===== src/design/scwe_pkg.sv =====
package scwe_pkg;

    localparam int WINDOW_MAX_DEF = 64;

    localparam int HEIGHT_W = 16;
    localparam int RUN_W    = 18;
    localparam int CALC_W   = 19;
    localparam int LEN_W    = 7;
    localparam int IDX_W    = 6;
    localparam int TYPE_W   = 8;
    localparam int FLAGS_W  = 8;
    localparam int CFG_IDX_W  = 1;
    localparam int CFG_DATA_W = 16;

    localparam logic [CFG_IDX_W-1:0] REG_BASE_HEIGHT   = 1'd0;
    localparam logic [CFG_IDX_W-1:0] REG_WINDOW_LENGTH = 1'd1;

    localparam logic [LEN_W-1:0] WINDOW_LENGTH_RST = 7'd64;

    typedef enum logic [1:0] {
        PH_GAP,
        PH_SPAN,
        PH_TAIL
    } phase_t;

    typedef struct packed {
        logic   accept;
        logic   calc;
        logic   emit;
        phase_t phase;
    } cmd_t;

    typedef struct packed {
        logic more;
        logic slot_free;
        logic last_item;
    } status_t;

endpackage


===== src/design/scwe_ctrl.sv =====
module scwe_ctrl
(
    input  logic             clk,
    input  logic             rst_n,
    input  logic             in_valid,
    output logic             in_stall,
    input  scwe_pkg::status_t status,
    output scwe_pkg::cmd_t    cmd
);

    typedef enum logic [2:0] {
        ST_IDLE,
        ST_CALC,
        ST_GAP,
        ST_SPAN,
        ST_TAIL
    } state_t;

    state_t state_reg;
    state_t state_next;

    always_comb
    begin
        state_next = state_reg;
        cmd.accept = 1'b0;
        cmd.calc   = 1'b0;
        cmd.emit   = 1'b0;
        cmd.phase  = scwe_pkg::PH_GAP;
        case (state_reg)
            ST_IDLE:
            begin
                cmd.accept = in_valid;
                if (in_valid)
                begin
                    state_next = ST_CALC;
                end
            end
            ST_CALC:
            begin
                cmd.calc   = 1'b1;
                state_next = ST_GAP;
            end
            ST_GAP:
            begin
                cmd.phase = scwe_pkg::PH_GAP;
                cmd.emit  = status.more && status.slot_free;
                if (!status.more)
                begin
                    state_next = ST_SPAN;
                end
            end
            ST_SPAN:
            begin
                cmd.phase = scwe_pkg::PH_SPAN;
                cmd.emit  = status.more && status.slot_free;
                if (!status.more)
                begin
                    state_next = status.last_item ? ST_TAIL : ST_IDLE;
                end
            end
            ST_TAIL:
            begin
                cmd.phase = scwe_pkg::PH_TAIL;
                cmd.emit  = status.more && status.slot_free;
                if (!status.more)
                begin
                    state_next = ST_IDLE;
                end
            end
            default:
            begin
                state_next = ST_IDLE;
            end
        endcase
    end

    always_ff @(posedge clk or negedge rst_n)
    begin
        if (!rst_n)
        begin
            state_reg <= ST_IDLE;
        end
        else
        begin
            state_reg <= state_next;
        end
    end

    assign in_stall = (state_reg != ST_IDLE);

endmodule


===== config.mk =====
export PLATFORM = sky130hd
export DESIGN_NAME = scwe_ctrl
export DESIGN_NICKNAME = d
export VERILOG_FILES = /design/src/design/scwe_pkg.sv /design/src/design/scwe_ctrl.sv
export SDC_FILE = /design/constraint.sdc
export NUM_CORES = 1
export LEC_CHECK = 0
export CAP_MARGIN = 40
export CORE_AREA = 2 2 39 41
export CTS_CLUSTER_SIZE = 40
export DETAILED_ROUTE_END_ITERATION = 16
export DIE_AREA = 0 0 41 43
export DONT_BUFFER_PORTS = 1
export SLEW_MARGIN = 20
export SYNTH_ARGS = -nofsm -noshare
export SYNTH_HDL_FRONTEND = slang
export SYNTH_SLANG_ARGS = --single-unit

===== constraint.sdc =====
create_clock -name clk -period 1.6 [get_ports clk]
set_input_delay 0.16 -clock clk [delete_from_list [all_inputs] [get_ports clk]]
set_output_delay 0.16 -clock clk [all_outputs]
set_load 0.1 [all_outputs]

==> results of run 1 <==
-- cells in the mapped netlist --
master,n
nor3b_2,1
nor2_1,1
nor4b_2,1
a21o_1,1
dfrtp_1,3
a32o_1,1
and2_1,1
a211oi_1,1
or3_1,1
o211a_1,1
nor2b_1,4
xnor2_1,1
-- cell families after synthesis --
| kind of cell | Yosys count | synth area share (%) |
|---|---|---|
| flip-flops | 3 | 40.0 |
| AND/OR/NAND/NOR | 9 | 36.7 |
| AO/OA/AOI/OAI | 4 | 18.7 |
| XOR/XNOR | 1 | 4.67 |
-- critical path, stage by stage, from the launching register on --
cell and delay [ns]:
dfrtp_2 0.46, nor2b_1 0.27, and2_1 0.21, buf_12 0.18
-- through the flow --
step                      cell area [um^2]  hold slack, ns
after CTS                              372          0.0684
after global routing                   372          0.0761
final                                  372          0.0747
after floorplan                        220          -0.136
after detailed placement               335          -0.135
after global placement                 335          -0.135
-- cell usage in the layout (no fill, tap or decap) --
| cell type | synthesis | routed |
|---|---|---|
| clkbuf_4 | 0 | 3 |
| or3_1 | 1 | 1 |
| nor2b_1 | 4 | 3 |
| dfrtp_1 | 3 | 1 |
| clkbuf_1 | 0 | 1 |
| xnor2_1 | 1 | 1 |
| o211a_4 | 0 | 1 |
| a32o_1 | 1 | 1 |
| a211oi_1 | 1 | 1 |
| nor2_1 | 1 | 1 |
| a21o_1 | 1 | 1 |
| nor2b_4 | 0 | 1 |
| dlygate4sd3_1 | 0 | 1 |
| buf_4 | 0 | 2 |
| dfrtp_2 | 0 | 2 |
| nor3b_4 | 0 | 1 |
| nor4b_4 | 0 | 1 |
| and2_1 | 1 | 1 |
| buf_12 | 0 | 4 |
-- worst paths after layout --
check,startpoint,end,cells after the start
worst max-delay path,state_reg[0],cmd[0],3
worst min-delay path,status[2],state_reg[2],1
worst max register to register,state_reg[1],state_reg[0],2
worst min register to register,state_reg[2],state_reg[1],1
max in group asynchronous,rst_n,state_reg[0],1
min in group asynchronous,rst_n,state_reg[2],1
-- layout make-up --
| class | instances | area share (%) |
|---|---|---|
| multi-input cells | 14 | 38.4 |
| repair buffers | 7 | 28.3 |
| flip-flops and latches | 3 | 20.9 |
| clock buffers | 4 | 7.07 |
| well taps | 16 | 5.39 |
-- metal layers --
layer  share of wire (%)  wire length [um]  vias up
met5                   0                 0        -
met2                  47               276       15
met1                  33               192       91
met3                  18               106        2
met4                 2.4                14        0
li1                    -                 -       88
==> flow_metrics.tcl, run 1 <==
set metrics [dict create \
    status "finished clean" \
    dieHeight_um 43 \
    grt-ovfl-total 0 \
    drive_gt1_share_pct 53.6 \
    required_ns 1.44 \
    synth.avg_cell_area_um2 11.0 \
    dieArea_um2 1760 \
    syn-num-nets 23 \
    finalHoldViolCount 0 \
    core_area_um2 1380 \
    cts_sinks 3 \
    yosysUniqueCellTypes 12 \
    clock_path_buffers 2 \
    slew_headroom_pct 80.0 \
    post_cts_resized 0 \
    gr-usage-met1_pct 7.44 \
    grtUsageTotal_pct 8.55 \
    cts_tree "built" \
    synth_area_leaders "dfrtp_1, nor2b_1, nor4b_2" \
    io_pins 12 \
    synth_area_um2 188 \
    wl_um 589 \
    synth_top_area_share_pct 40.0 \
    clk_latency_ns 0.24 \
    fin_skew_ns 0.00431 \
    r2r_slack_ns 0.54 \
    first_iter_violations 2 \
    met2_usage_pct 10.9 \
    cp-start-kind "flip-flop" \
    layout_setup_ws_ns 0.0764 \
    h-tree-depth 1 \
    min_path_type "input port to flip-flop" \
    drc_errors 0 \
    final_util_pct 26.9 \
    ys_seq_area_share_pct 40.0 \
    setup_viol 0 \
    grt_max_degree 9 \
    num_antenna_cells 0 \
    drt.antenna.violating_nets 0 \
    fmax_ghz 0.656 \
    tns_ns 0 \
    min_period_ns 1.52 \
    ys_ff_latch 3 \
    drt_first_pass_iters 2 \
    setup.worst_path.end_class "primary output" \
    worst-setup-path-type "flip-flop to primary output" \
    syn_to_final_growth_pct 98.0 \
    yosysTopAreaCell "dfrtp_1" \
    fin_crit_sh_pct 95.2 \
    stdcell_count 44 \
    tightest_slew_ns 0.299 \
    io_buffer_count 0 \
    max_cap_viol_count 0 \
    top_usage_layer "met2" \
    path_max_fanout 7 \
    die_w_um 41 \
    fill_cells 145 \
    hold_buffers 1 \
    dr_total_vias 196 \
    largest_reg_flops 3 \
    use_met3_pct 6.28 \
    first_global_vias 219 \
    cts_buffers 3 \
    dp.cells 39 \
    netlist_instances 17 \
    avgRoutedWirePerCell_um 13.4 \
    nets 35 \
    vias_per_cell 4.45 \
    grt_first_pass_wirelength_um 890 \
    cp.arrival_ns 1.36 \
    clkTransAtPathRegs_ns 0.04 \
    rows 14 \
    postCtsSetupRepairBufs 0 \
    yosys_warnings 0 \
    antenna_found_initial 0 \
    regArea_um2 77.6 \
    rsz0062_at_grt "false" \
    multi_input_area_um2 143 \
    initial_core_util_pct 13.6 \
    gp_congestion 0.641 \
    place_ws_ns 0.330 \
    drv_slew 0 \
    cts_root_buf "clkbuf_4" \
]
Power of run 1 is not shown: default switching activity piles up to over one toggle a cycle in this logic, so the estimate is an artifact.
==> run 2, diff against run 1 <==
Settings changed: ABC_AREA set to 1, CELL_PAD_IN_SITES_DETAIL_PLACEMENT set to 1, CELL_PAD_IN_SITES_GLOBAL_PLACEMENT set to 1, HOLD_SLACK_MARGIN set to 0.15, PLACE_DENSITY_LB_ADDON set to 0.1.
==> run 2 against run 1 <==
Wire length grew 22%; count of clock-buffer cells in the layout is the same; setup slack gained 0.0076 ns; critical path depth grew 3; final cell count grew 57%; highest routed layer is now met3.
==> flow_metrics.tcl, run 2 <==
set metrics [dict create \
    num_antenna_cells 0 \
    dieHeight_um 43 \
    cts_tree "built" \
    r2r-start "state_reg[1]" \
    path_max_fanout 5 \
    synth_top_area_share_pct 32.6 \
    worst-setup-path-type "flip-flop to primary output" \
    status "finished clean" \
    io_pins 12 \
    rsz0062_at_grt "true" \
    slew_headroom_pct 81.5 \
    synth_xor_area_share_pct 0 \
    rows 14 \
    synthFlopType "dfrtp_1" \
    drv_slew 0 \
    required_ns 1.44 \
    synth_edf_count 0 \
    drc_errors 0 \
    fill_cells 174 \
    grt_first_pass_wirelength_um 1170 \
    clock_path_buffers 2 \
    grt-ovfl-total 0 \
    syn-num-nets 43 \
    gp_congestion 0.710 \
    min_path_type "input port to flip-flop" \
    min_period_ns 1.52 \
    tightest_slew_ns 0.279 \
    final_util_pct 30.9 \
    reg2reg_depth 7 \
    core_area_um2 1380 \
    h-tree-depth 1 \
    cts_buffers 3 \
    muxShareOfSynthArea_pct 0 \
    r2r_slack_ns 0.47 \
    synth_compound_area_share_pct 5.43 \
    met2_usage_pct 15.9 \
    drt.antenna.violating_nets 0 \
    yosysTopAreaCell "dfrtp_1" \
    cp.arrival_ns 1.36 \
    synth_area_leaders "dfrtp_1, nand2_1, nand3_1" \
    hpwlAfterDp_um 558 \
    crit_slowest_cell "dfrtp_2" \
    regArea_um2 76.3 \
    synth_top_family_by_area "simple AND/OR/NAND/NOR gates" \
    wl_um 721 \
    cts_sinks 3 \
    ys_seq_area_share_pct 32.6 \
    drive_gt1_share_pct 41.5 \
    initial_core_util_pct 16.6 \
    first_iter_violations 2 \
    tns_ns 0 \
    multi_input_area_um2 153 \
    largest_reg_flops 3 \
    yosys_warnings 0 \
    nets 60 \
    yosysUniqueCellTypes 12 \
    io_buffer_count 0 \
    crit_chain "nor2_1 > nand2_1 > nand2_2 > nand2_4 > a21boi_4 > buf_12" \
    top_usage_layer "met2" \
    final_common_cell "nand2_1" \
    fin_crit_sh_pct 94.8 \
    die_w_um 41 \
    use_met3_pct 3.66 \
    ys_ff_latch 3 \
    gr-usage-met1_pct 10.3 \
    min_from "status[2]" \
    setup_viol 0 \
    synth_common_cells "nand2_1, inv_1, nand3_1, dfrtp_1, nor2_1" \
    min_to "state_reg[1]" \
    clkTransAtPathRegs_ns 0.04 \
    yosysMostFrequentCell "nand2_1" \
    clk_latency_ns 0.23 \
    hold_depth 3 \
    synth.avg_cell_area_um2 6.22 \
    max_cap_viol_count 0 \
    dieArea_um2 1760 \
    cp-start-kind "flip-flop" \
    cts_root_buf "clkbuf_4" \
    first_global_vias 298 \
    antenna_found_initial 0 \
    setup.worst_path.end_class "primary output" \
    finalHoldViolCount 0 \
    slowest_delay_ns 0.43 \
    fmax_ghz 0.660 \
    synth_fa_ha_area_share_pct 0 \
    grtUsageTotal_pct 10.5 \
    syn_to_final_growth_pct 85.9 \
    drt_first_pass_iters 2 \
    layout_common_cells "nand2_1, buf_4, inv_1, nand3_1" \
    netlist_instances 37 \
    vias_per_cell 4.19 \
    synth_area_um2 230 \
    avgRoutedWirePerCell_um 10.4 \
    synthSimpleGateAreaFrac_pct 47.3 \
    async_reset_ff_share_pct 100 \
    dr_total_vias 289 \
    grt_max_degree 9 \
    r2r_end "state_reg[2]" \
    fin_skew_ns 0.00512 \
]
run 2: critical path, delay by kind of cell, from the launching register on:
kind	cells	cell delay (ns)
flops	1	0.43
buf+inv	1	0.19
compound gates	1	0.15
simple gates	4	0.35
run 2: kinds of logic (layout without fill, tap and decap cells):
| family | after synthesis | in the layout |
|---|---|---|
| flip-flops | 3 | 3 |
| buffers and inverters | 7 | 23 |
| AO/OA/AOI/OAI | 2 | 2 |
| AND/OR/NAND/NOR | 25 | 25 |
run 2: worst max path at each step:
stage               slack, ns      to         start
global placement         0.25  cmd[2]  state_reg[1]
CTS                     0.001  cmd[2]  state_reg[1]
floorplan               -0.14  cmd[4]  state_reg[0]
finish                   0.08  cmd[2]  state_reg[1]
detailed placement       0.23  cmd[2]  state_reg[1]
global route            -0.01  cmd[2]  state_reg[2]
run 2: stage by stage:
stage | area [um^2] | cells | hold slack (ns) | worst slack, ns
finish | 428 | 69 | 0.151 | 0.0840
global route | 428 | 69 | 0.166 | -0.0121
CTS | 398 | 66 | 0.185 | 0.00101
detailed placement | 340 | 59 | -0.135 | 0.229
global placement | 340 | 59 | -0.136 | 0.247
floorplan | 254 | 37 | -0.136 | -0.140
run 2: layer usage:
layer / part of all wire (%) / up-vias
met5: 0 / -
met4: 0 / 0
met3: 4.4 / 0
met2: 52 / 9
met1: 44 / 136
li1: - / 144
run 2: area by class of cell:
cell class              count  area share [%]
inverters                   6            5.26
flip-flops and latches      3            17.8
repair buffers             13            30.4
well taps                  16            4.68
clock buffers               4            6.14
multi-input cells          27            35.7
run 2: repair_timing:
item,4_1_cts,5_1_grt
gates resized for setup,1,2
hold endpoints to repair,5,0
cloned,0,0
setup buffers,0,3
hold buffers,3,0
setup endpoints to repair,1,1
Power of run 2 is left out for the same reason.
