### src/design/scwe_pkg.sv
package scwe_pkg;

    localparam int WINDOW_MAX_DEF = 64;

    localparam int HEIGHT_W = 16;
    localparam int RUN_W    = 18;
    localparam int CALC_W   = 19;
    localparam int LEN_W    = 7;
    localparam int IDX_W    = 6;
    localparam int TYPE_W   = 8;
    localparam int FLAGS_W  = 8;
    localparam int CFG_IDX_W  = 1;
    localparam int CFG_DATA_W = 16;

    localparam logic [CFG_IDX_W-1:0] REG_BASE_HEIGHT   = 1'd0;
    localparam logic [CFG_IDX_W-1:0] REG_WINDOW_LENGTH = 1'd1;

    localparam logic [LEN_W-1:0] WINDOW_LENGTH_RST = 7'd64;

    typedef enum logic [1:0] {
        PH_GAP,
        PH_SPAN,
        PH_TAIL
    } phase_t;

    typedef struct packed {
        logic   accept;
        logic   calc;
        logic   emit;
        phase_t phase;
    } cmd_t;

    typedef struct packed {
        logic more;
        logic slot_free;
        logic last_item;
    } status_t;

endpackage

### src/design/scwe_datapath.sv
module scwe_datapath
#(
    parameter int WINDOW_MAX = scwe_pkg::WINDOW_MAX_DEF
)
(
    input  logic                                 clk,
    input  logic                                 rst_n,
    input  logic                                 cfg_we,
    input  logic [scwe_pkg::CFG_IDX_W-1:0]       cfg_index,
    input  logic [scwe_pkg::CFG_DATA_W-1:0]      cfg_data,
    input  logic signed [scwe_pkg::HEIGHT_W-1:0] window_start,
    input  logic [scwe_pkg::HEIGHT_W-1:0]        span_height,
    input  logic [scwe_pkg::TYPE_W-1:0]          span_type,
    input  logic [scwe_pkg::FLAGS_W-1:0]         span_flags,
    input  logic                                 has_span,
    input  logic                                 last_span,
    input  logic                                 out_stall,
    output logic                                 out_valid,
    output logic [scwe_pkg::IDX_W-1:0]           cell_index,
    output logic [scwe_pkg::TYPE_W-1:0]          cell_type,
    output logic [scwe_pkg::FLAGS_W-1:0]         cell_flags,
    output logic                                 last_cell,
    input  scwe_pkg::cmd_t                       cmd,
    output scwe_pkg::status_t                    status
);

    localparam int LEN_W  = scwe_pkg::LEN_W;
    localparam int CALC_W = scwe_pkg::CALC_W;
    localparam int RUN_W  = scwe_pkg::RUN_W;
    localparam int HW     = scwe_pkg::HEIGHT_W;

    logic signed [HW-1:0]              base_reg;
    logic [LEN_W-1:0]                  wlen_reg;
    logic signed [HW-1:0]              held_start_reg;
    logic [LEN_W-1:0]                  held_len_reg;
    logic signed [RUN_W-1:0]           run_pos_reg;
    logic [LEN_W-1:0]                  next_cell_reg;
    logic                              open_reg;
    logic                              passed_reg;
    logic [HW-1:0]                     height_reg;
    logic [scwe_pkg::TYPE_W-1:0]       type_reg;
    logic [scwe_pkg::FLAGS_W-1:0]      flags_reg;
    logic                              has_reg;
    logic                              last_reg;
    logic [LEN_W-1:0]                  gap_end_reg;
    logic [LEN_W-1:0]                  span_end_reg;
    logic                              out_valid_reg;
    logic [scwe_pkg::IDX_W-1:0]        cell_index_reg;
    logic [scwe_pkg::TYPE_W-1:0]       cell_type_reg;
    logic [scwe_pkg::FLAGS_W-1:0]      cell_flags_reg;
    logic                              last_cell_reg;

    logic [LEN_W-1:0]        len_clamped;
    logic signed [CALC_W-1:0] z0;
    logic signed [CALC_W-1:0] z1;
    logic signed [CALC_W-1:0] zs;
    logic signed [CALC_W-1:0] zl;
    logic signed [CALC_W-1:0] j0;
    logic signed [CALC_W-1:0] j1;
    logic signed [CALC_W-1:0] len_ext;
    logic                     active;
    logic                     hit;
    logic [LEN_W-1:0]         j0_clip;
    logic [LEN_W-1:0]         j1_clip;
    logic [LEN_W-1:0]         end_sel;
    logic [LEN_W-1:0]         cell_plus;
    logic                     slot_free;

    always_comb
    begin
        if (wlen_reg == '0)
        begin
            len_clamped = LEN_W'(1);
        end
        else if (wlen_reg > LEN_W'(WINDOW_MAX))
        begin
            len_clamped = LEN_W'(WINDOW_MAX);
        end
        else
        begin
            len_clamped = wlen_reg;
        end
    end

    always_comb
    begin
        len_ext = CALC_W'({1'b0, held_len_reg});
        z0      = CALC_W'(run_pos_reg);
        z1      = z0 + CALC_W'({1'b0, height_reg});
        zs      = CALC_W'(held_start_reg);
        zl      = zs + len_ext;
        j0      = z0 - zs;
        j1      = z1 - zs;
        active  = has_reg && !passed_reg;
        hit     = active && (z0 < zl) && (z1 > zs);
        j0_clip = (j0 < 0) ? '0 : j0[LEN_W-1:0];
        j1_clip = (j1 > len_ext) ? held_len_reg : j1[LEN_W-1:0];
    end

    always_comb
    begin
        case (cmd.phase)
            scwe_pkg::PH_GAP:  end_sel = gap_end_reg;
            scwe_pkg::PH_SPAN: end_sel = span_end_reg;
            scwe_pkg::PH_TAIL: end_sel = held_len_reg;
            default:           end_sel = '0;
        endcase
    end

    assign cell_plus        = next_cell_reg + LEN_W'(1);
    assign slot_free        = !out_valid_reg || !out_stall;
    assign status.more      = next_cell_reg < end_sel;
    assign status.slot_free = slot_free;
    assign status.last_item = last_reg;

    always_ff @(posedge clk or negedge rst_n)
    begin
        if (!rst_n)
        begin
            base_reg       <= '0;
            wlen_reg       <= scwe_pkg::WINDOW_LENGTH_RST;
            held_start_reg <= '0;
            held_len_reg   <= '0;
            run_pos_reg    <= '0;
            next_cell_reg  <= '0;
            open_reg       <= 1'b0;
            passed_reg     <= 1'b0;
            out_valid_reg  <= 1'b0;
        end
        else
        begin
            if (cfg_we)
            begin
                case (cfg_index)
                    scwe_pkg::REG_BASE_HEIGHT:   base_reg <= cfg_data;
                    scwe_pkg::REG_WINDOW_LENGTH: wlen_reg <= cfg_data[LEN_W-1:0];
                    default:                     ;
                endcase
            end

            if (cmd.accept && !open_reg)
            begin
                held_len_reg   <= len_clamped;
                held_start_reg <= window_start;
                run_pos_reg    <= RUN_W'(base_reg);
                next_cell_reg  <= '0;
                passed_reg     <= 1'b0;
                open_reg       <= 1'b1;
            end

            if (cmd.calc)
            begin
                if (active)
                begin
                    run_pos_reg <= z1[RUN_W-1:0];
                    if (z1 >= zl)
                    begin
                        passed_reg <= 1'b1;
                    end
                end
                if (last_reg)
                begin
                    open_reg <= 1'b0;
                end
            end

            if (cmd.emit)
            begin
                next_cell_reg <= cell_plus;
                out_valid_reg <= 1'b1;
            end
            else if (!out_stall)
            begin
                out_valid_reg <= 1'b0;
            end
        end
    end

    always_ff @(posedge clk)
    begin
        if (cmd.accept)
        begin
            height_reg <= span_height;
            type_reg   <= span_type;
            flags_reg  <= span_flags;
            has_reg    <= has_span;
            last_reg   <= last_span;
        end
        if (cmd.calc)
        begin
            gap_end_reg  <= hit ? j0_clip : '0;
            span_end_reg <= hit ? j1_clip : '0;
        end
        if (cmd.emit)
        begin
            cell_index_reg <= next_cell_reg[scwe_pkg::IDX_W-1:0];
            last_cell_reg  <= (cell_plus == held_len_reg);
            if (cmd.phase == scwe_pkg::PH_SPAN)
            begin
                cell_type_reg  <= type_reg;
                cell_flags_reg <= flags_reg;
            end
            else
            begin
                cell_type_reg  <= '0;
                cell_flags_reg <= '0;
            end
        end
    end

    assign out_valid  = out_valid_reg;
    assign cell_index = cell_index_reg;
    assign cell_type  = cell_type_reg;
    assign cell_flags = cell_flags_reg;
    assign last_cell  = last_cell_reg;

endmodule

### config.mk
export PLATFORM = sky130hd
export DESIGN_NAME = scwe_datapath
export DESIGN_NICKNAME = d
export VERILOG_FILES = /design/src/design/scwe_pkg.sv /design/src/design/scwe_datapath.sv
export SDC_FILE = /design/constraint.sdc
export NUM_CORES = 1
export LEC_CHECK = 0
export BUFFER_PORTS_ARGS = -buffer_cell sky130_fd_sc_hd__buf_4
export CORE_MARGIN = 2
export CORE_UTILIZATION = 60
export DETAILED_ROUTE_END_ITERATION = 16
export HOLD_SLACK_MARGIN = 0.08
export PLACE_DENSITY_LB_ADDON = 0.05
export SYNTH_ARGS = -nofsm -noshare
export SYNTH_HDL_FRONTEND = slang
export SYNTH_SLANG_ARGS = --single-unit
export TNS_END_PERCENT = 1
### constraint.sdc
create_clock -name clk -period 6.1 [get_ports clk]
set_input_delay 0.305 -clock clk [delete_from_list [all_inputs] [get_ports clk]]
set_output_delay 0.305 -clock clk [all_outputs]
set_load 0.02 [all_outputs]
==> implementation parameters <==
Parameter                              Value

GRT
  First-pass GRT wire length ... 38.7 mm
  Overflow left after global routing ... 0
  Global router's overall resource usage ... 29.9%
  Vias in the first global route ... 7659
  Antenna violations before repair ... 0
  Pin count of the biggest net entering global routing ... 75

Floorplan
  Number of placement rows ... 45
  Floorplan die height ... 130 µm
  Horizontal die dimension ... 130 µm
  Area inside the core boundary ... 15300 µm²
  # IOs ... 103
  Total die area ... 16800 µm²
  Initial core utilization ... 62.0%

Finish
  Area delta synth->final ... 21.1%
  Commonest cells after routing, fill and taps aside ... 110 x sky130_fd_sc_hd__ha_1, 106 x sky130_fd_sc_hd__buf_4, 89 x sky130_fd_sc_hd__nand2_1, 73 x sky130_fd_sc_hd__dfrtp_1, 71 x sky130_fd_sc_hd__edfxtp_1
  Diodes inserted ... 0
  Most common cell after layout, fill and taps aside ... sky130_fd_sc_hd__ha_1
  Final non-filler cell total ... 1316
  Share of layout cells above drive strength 1 ... 15.7%
  Final net count ... 1282
  Largest register FFs ... 18

Clock tree
  Clock Tree Root ... sky130_fd_sc_hd__clkbuf_16
  Clock-pin slew on the worst setup and hold paths ... 70 ps
  Setup Fix Bufs, Post-CTS ... 0
  Clock Sink Count ... 145
  H-tree level count ... 4
  Clock Tree Buf Depth ... 2
  Cts bufs inserted ... 17
  TritonCTS clock tree ... done
  Count of instances resized after the clock tree is built ... 0
  Latest clock arrival within the worst-skew pair ... 440 ps

Power
  Sw Share ... 46.4%
  Comb power frac ... 63.2%
  Peak VDD IR ... 0.410 mV
  Relative contribution of sequential cells to total power ... 20.8%
  Share of total power in the clock network ... 16.0%
  Switching component of the power ... 3.17 mW
  Power per cell area ... 594 nW/µm²
  Internal power ... 3.66 mW
  Leakage power total ... 5.06 nW

Synthesis
  Share of synthesized flip-flops with an asynchronous set or reset ... 51.0%
  Share of the yosys chip area belonging to registers ... 42.0%
  Fraction of post-synthesis cell area in the top cell type by area ... 22.5%
  Synthesized netlist net count ... 1142
  Synthesis warning total ... 0
  Gate Count Post-Synth ... 952
  Area leader, netlist ... sky130_fd_sc_hd__edfxtp_1
  Top FF cell, synth ... sky130_fd_sc_hd__dfrtp_1
  Largest cells by area after synthesis ... sky130_fd_sc_hd__edfxtp_1 22%, sky130_fd_sc_hd__dfrtp_1 19%, sky130_fd_sc_hd__ha_1 14%, sky130_fd_sc_hd__nand2_1 3.5%, sky130_fd_sc_hd__o21ai_0 3.5%
  Mean cell area of the mapped netlist ... 9.97 µm²
  Total standard cell area after synthesis ... 9490 µm²
  Number of synthesized flops with an enable pin ... 71
  Netlist cell types ... 70
  FF+latch count, synth ... 145

Outcome
  Outcome ... finished, final reports clean

Timing
  Shortest clock period the worst path allows after layout ... 5530 ps
  Number of max-slew violations in the final report ... 0
  Worst rel slew slack ... 31.0%
  Worst-Margin Slew ... 1040 ps
  RSZ-0062 raised after global routing ... false
  Highest clock rate ... 181 MHz
  Hold violation total from the final report ... 0
  Period Utilization, post-route ... 90.6%
  Total negative slack for setup checks ... 0 ps
  Final setup violation count ... 0
  Worst clock skew on the final layout ... 13.3 ps

Detailed routing
  Vias ... 7754
  Routed length per placed instance ... 18.3 µm
  Average vias per placed instance ... 5.89
  Drt initial violations ... 503
  Final ANT Viol Nets ... 0
  Final WL ... 24.1 mm
  Remaining routing DRC violations ... 0
  Number of search-and-repair iterations in the first detailed-routing pass ... 5

Critical path
  Critical Setup Path Class ... reg2reg
  Type of element capturing the critical path ... flop
  Worst-path maximum fanout ... 8
  Crit path required time ... 6370 ps
  Setup slack, reg-to-reg ... 570 ps
  Kind of launch point of the worst setup path ... flop
  Arrival time worst endpoint ... 5800 ps

Placed design
  Instance count after placement with tap cells included ... 1240
  HPWL after detailed placement ... 17.1 mm
  RePlAce Congestion ... 0.944
  I/O Buffers ... 102

Job
  Maxcap violations ... 0

Min path
  Type of the worst min-delay path ... in2reg
[layer usage]
metal	share of wire [%]	wire, µm	vias to the layer above	track usage, %
met2	51	12200	255	52.9
met5	0	0	-	0
li1	-	-	3764	-
met1	41	9750	3670	35.5
met3	4.3	1030	65	4.92
met4	4.4	1070	0	14.4
[what timing repair did]
action / CTS / global route
hold buffers: 44 / 0
setup endpoints to repair: 0 / 0
hold endpoints to repair: 53 / 0
[final timing paths]
| check | endpoint | cells after the start | start |
|---|---|---|---|
| worst max-delay path | gap_end_reg[6] | 20 | held_len_reg[0] |
| worst min-delay path | out_valid | 3 | out_stall |
| worst max register to register | gap_end_reg[6] | 20 | held_len_reg[0] |
| worst min register to register | passed_reg | 2 | passed_reg |
| max in group asynchronous | run_pos_reg[15] | 2 | rst_n |
| min in group asynchronous | next_cell_reg[6] | 2 | rst_n |
[through the flow]
stage | power (mW) | util (%) | setup WS [ps] | hold WS [ps] | cell area [µm²]
after floorplan | 4.59 | - | 1490 | 9.41 | 9490
after global placement | 5.56 | 68.2 | 863 | 460 | 10400
after detailed placement | 5.61 | 68.2 | 657 | 468 | 10400
after CTS | 6.75 | 75.1 | 631 | 89.6 | 11500
after global routing | 7.41 | 75.1 | 187 | 96.6 | 11500
final | 6.83 | 75.1 | 572 | 95.6 | 11500
[synth_stat cells (3+ instances only)]
cell / n
sky130_fd_sc_hd__o31a_1: 3
sky130_fd_sc_hd__nand2b_1: 12
sky130_fd_sc_hd__or2_2: 3
sky130_fd_sc_hd__ha_1: 110
sky130_fd_sc_hd__edfxtp_1: 71
sky130_fd_sc_hd__nor4_1: 4
sky130_fd_sc_hd__inv_1: 43
sky130_fd_sc_hd__o22ai_1: 3
sky130_fd_sc_hd__a2111oi_0: 3
sky130_fd_sc_hd__o21ai_0: 66
sky130_fd_sc_hd__mux2_2: 24
sky130_fd_sc_hd__nand3b_1: 7
sky130_fd_sc_hd__o31ai_1: 6
sky130_fd_sc_hd__nor2b_1: 17
sky130_fd_sc_hd__xor2_1: 13
sky130_fd_sc_hd__nor3_1: 18
sky130_fd_sc_hd__nand3_1: 18
sky130_fd_sc_hd__clkbuf_1: 24
sky130_fd_sc_hd__and2_1: 17
sky130_fd_sc_hd__xnor2_1: 33
sky130_fd_sc_hd__a21o_1: 28
sky130_fd_sc_hd__o21a_1: 12
sky130_fd_sc_hd__mux2i_1: 9
sky130_fd_sc_hd__a31oi_1: 21
sky130_fd_sc_hd__nand4_1: 13
sky130_fd_sc_hd__a21oi_1: 53
sky130_fd_sc_hd__nor2_1: 70
sky130_fd_sc_hd__buf_4: 3
sky130_fd_sc_hd__a21boi_0: 3
sky130_fd_sc_hd__nor3b_1: 3
sky130_fd_sc_hd__fa_1: 4
sky130_fd_sc_hd__a21boi_1: 5
sky130_fd_sc_hd__dfrtp_1: 73
sky130_fd_sc_hd__a211oi_1: 7
sky130_fd_sc_hd__o211ai_1: 3
sky130_fd_sc_hd__nand2_1: 89
sky130_fd_sc_hd__o21bai_1: 6
sky130_fd_sc_hd__and3_1: 9
sky130_fd_sc_hd__o21ai_1: 7
[worst max-delay path: stages (launching register included)]
cell	delay [ps]
sky130_fd_sc_hd__dfrtp_1	460
sky130_fd_sc_hd__ha_1	250
sky130_fd_sc_hd__fa_1	420
sky130_fd_sc_hd__a21oi_1	170
sky130_fd_sc_hd__nor2_1	50
sky130_fd_sc_hd__nor2_1	150
sky130_fd_sc_hd__o21bai_1	80
sky130_fd_sc_hd__a21oi_1	220
sky130_fd_sc_hd__nor2b_1	100
sky130_fd_sc_hd__o2111ai_1	440
sky130_fd_sc_hd__nor3_1	120
sky130_fd_sc_hd__xnor2_1	230
sky130_fd_sc_hd__ha_1	280
sky130_fd_sc_hd__a21o_1	160
sky130_fd_sc_hd__a221o_1	340
sky130_fd_sc_hd__a211o_1	290
sky130_fd_sc_hd__a21oi_1	130
sky130_fd_sc_hd__mux2_2	360
sky130_fd_sc_hd__nor3_2	440
sky130_fd_sc_hd__o311ai_1	410
sky130_fd_sc_hd__nor3b_1	280
[cells by family after synthesis]
| group | after synthesis | synth area share, % |
|---|---|---|
| compound gates | 245 | 16.2 |
| xor+xnor | 48 | 4.59 |
| flops | 145 | 42.0 |
| buf+inv | 74 | 3.06 |
| simple gates | 293 | 15.1 |
| fa+ha+maj | 114 | 15.3 |
| mux | 33 | 3.80 |
[area by class of cell]
cell class / count / area [µm²]
Clock buffer: 17 / 425
Fill cell: 1119 / 3820
Tap cell: 211 / 264
Timing Repair Buffer: 150 / 1240
Clock inverter: 15 / 189
Sequential cell: 145 / 3990
Multi-Input combinational cell: 733 / 5230
Inverter: 45 / 169
[power by group through the flow]
stage               logic [mW]  registers [mW]  clock network (mW)
finish                    4.31            1.42                1.10
global route              4.83            1.44                1.14
CTS                       4.24            1.41                1.10
detailed placement        4.18            1.43                   0
global placement          4.13            1.42                   0
floorplan                 3.23            1.37                   0
(Power assumes the default switching activity.)
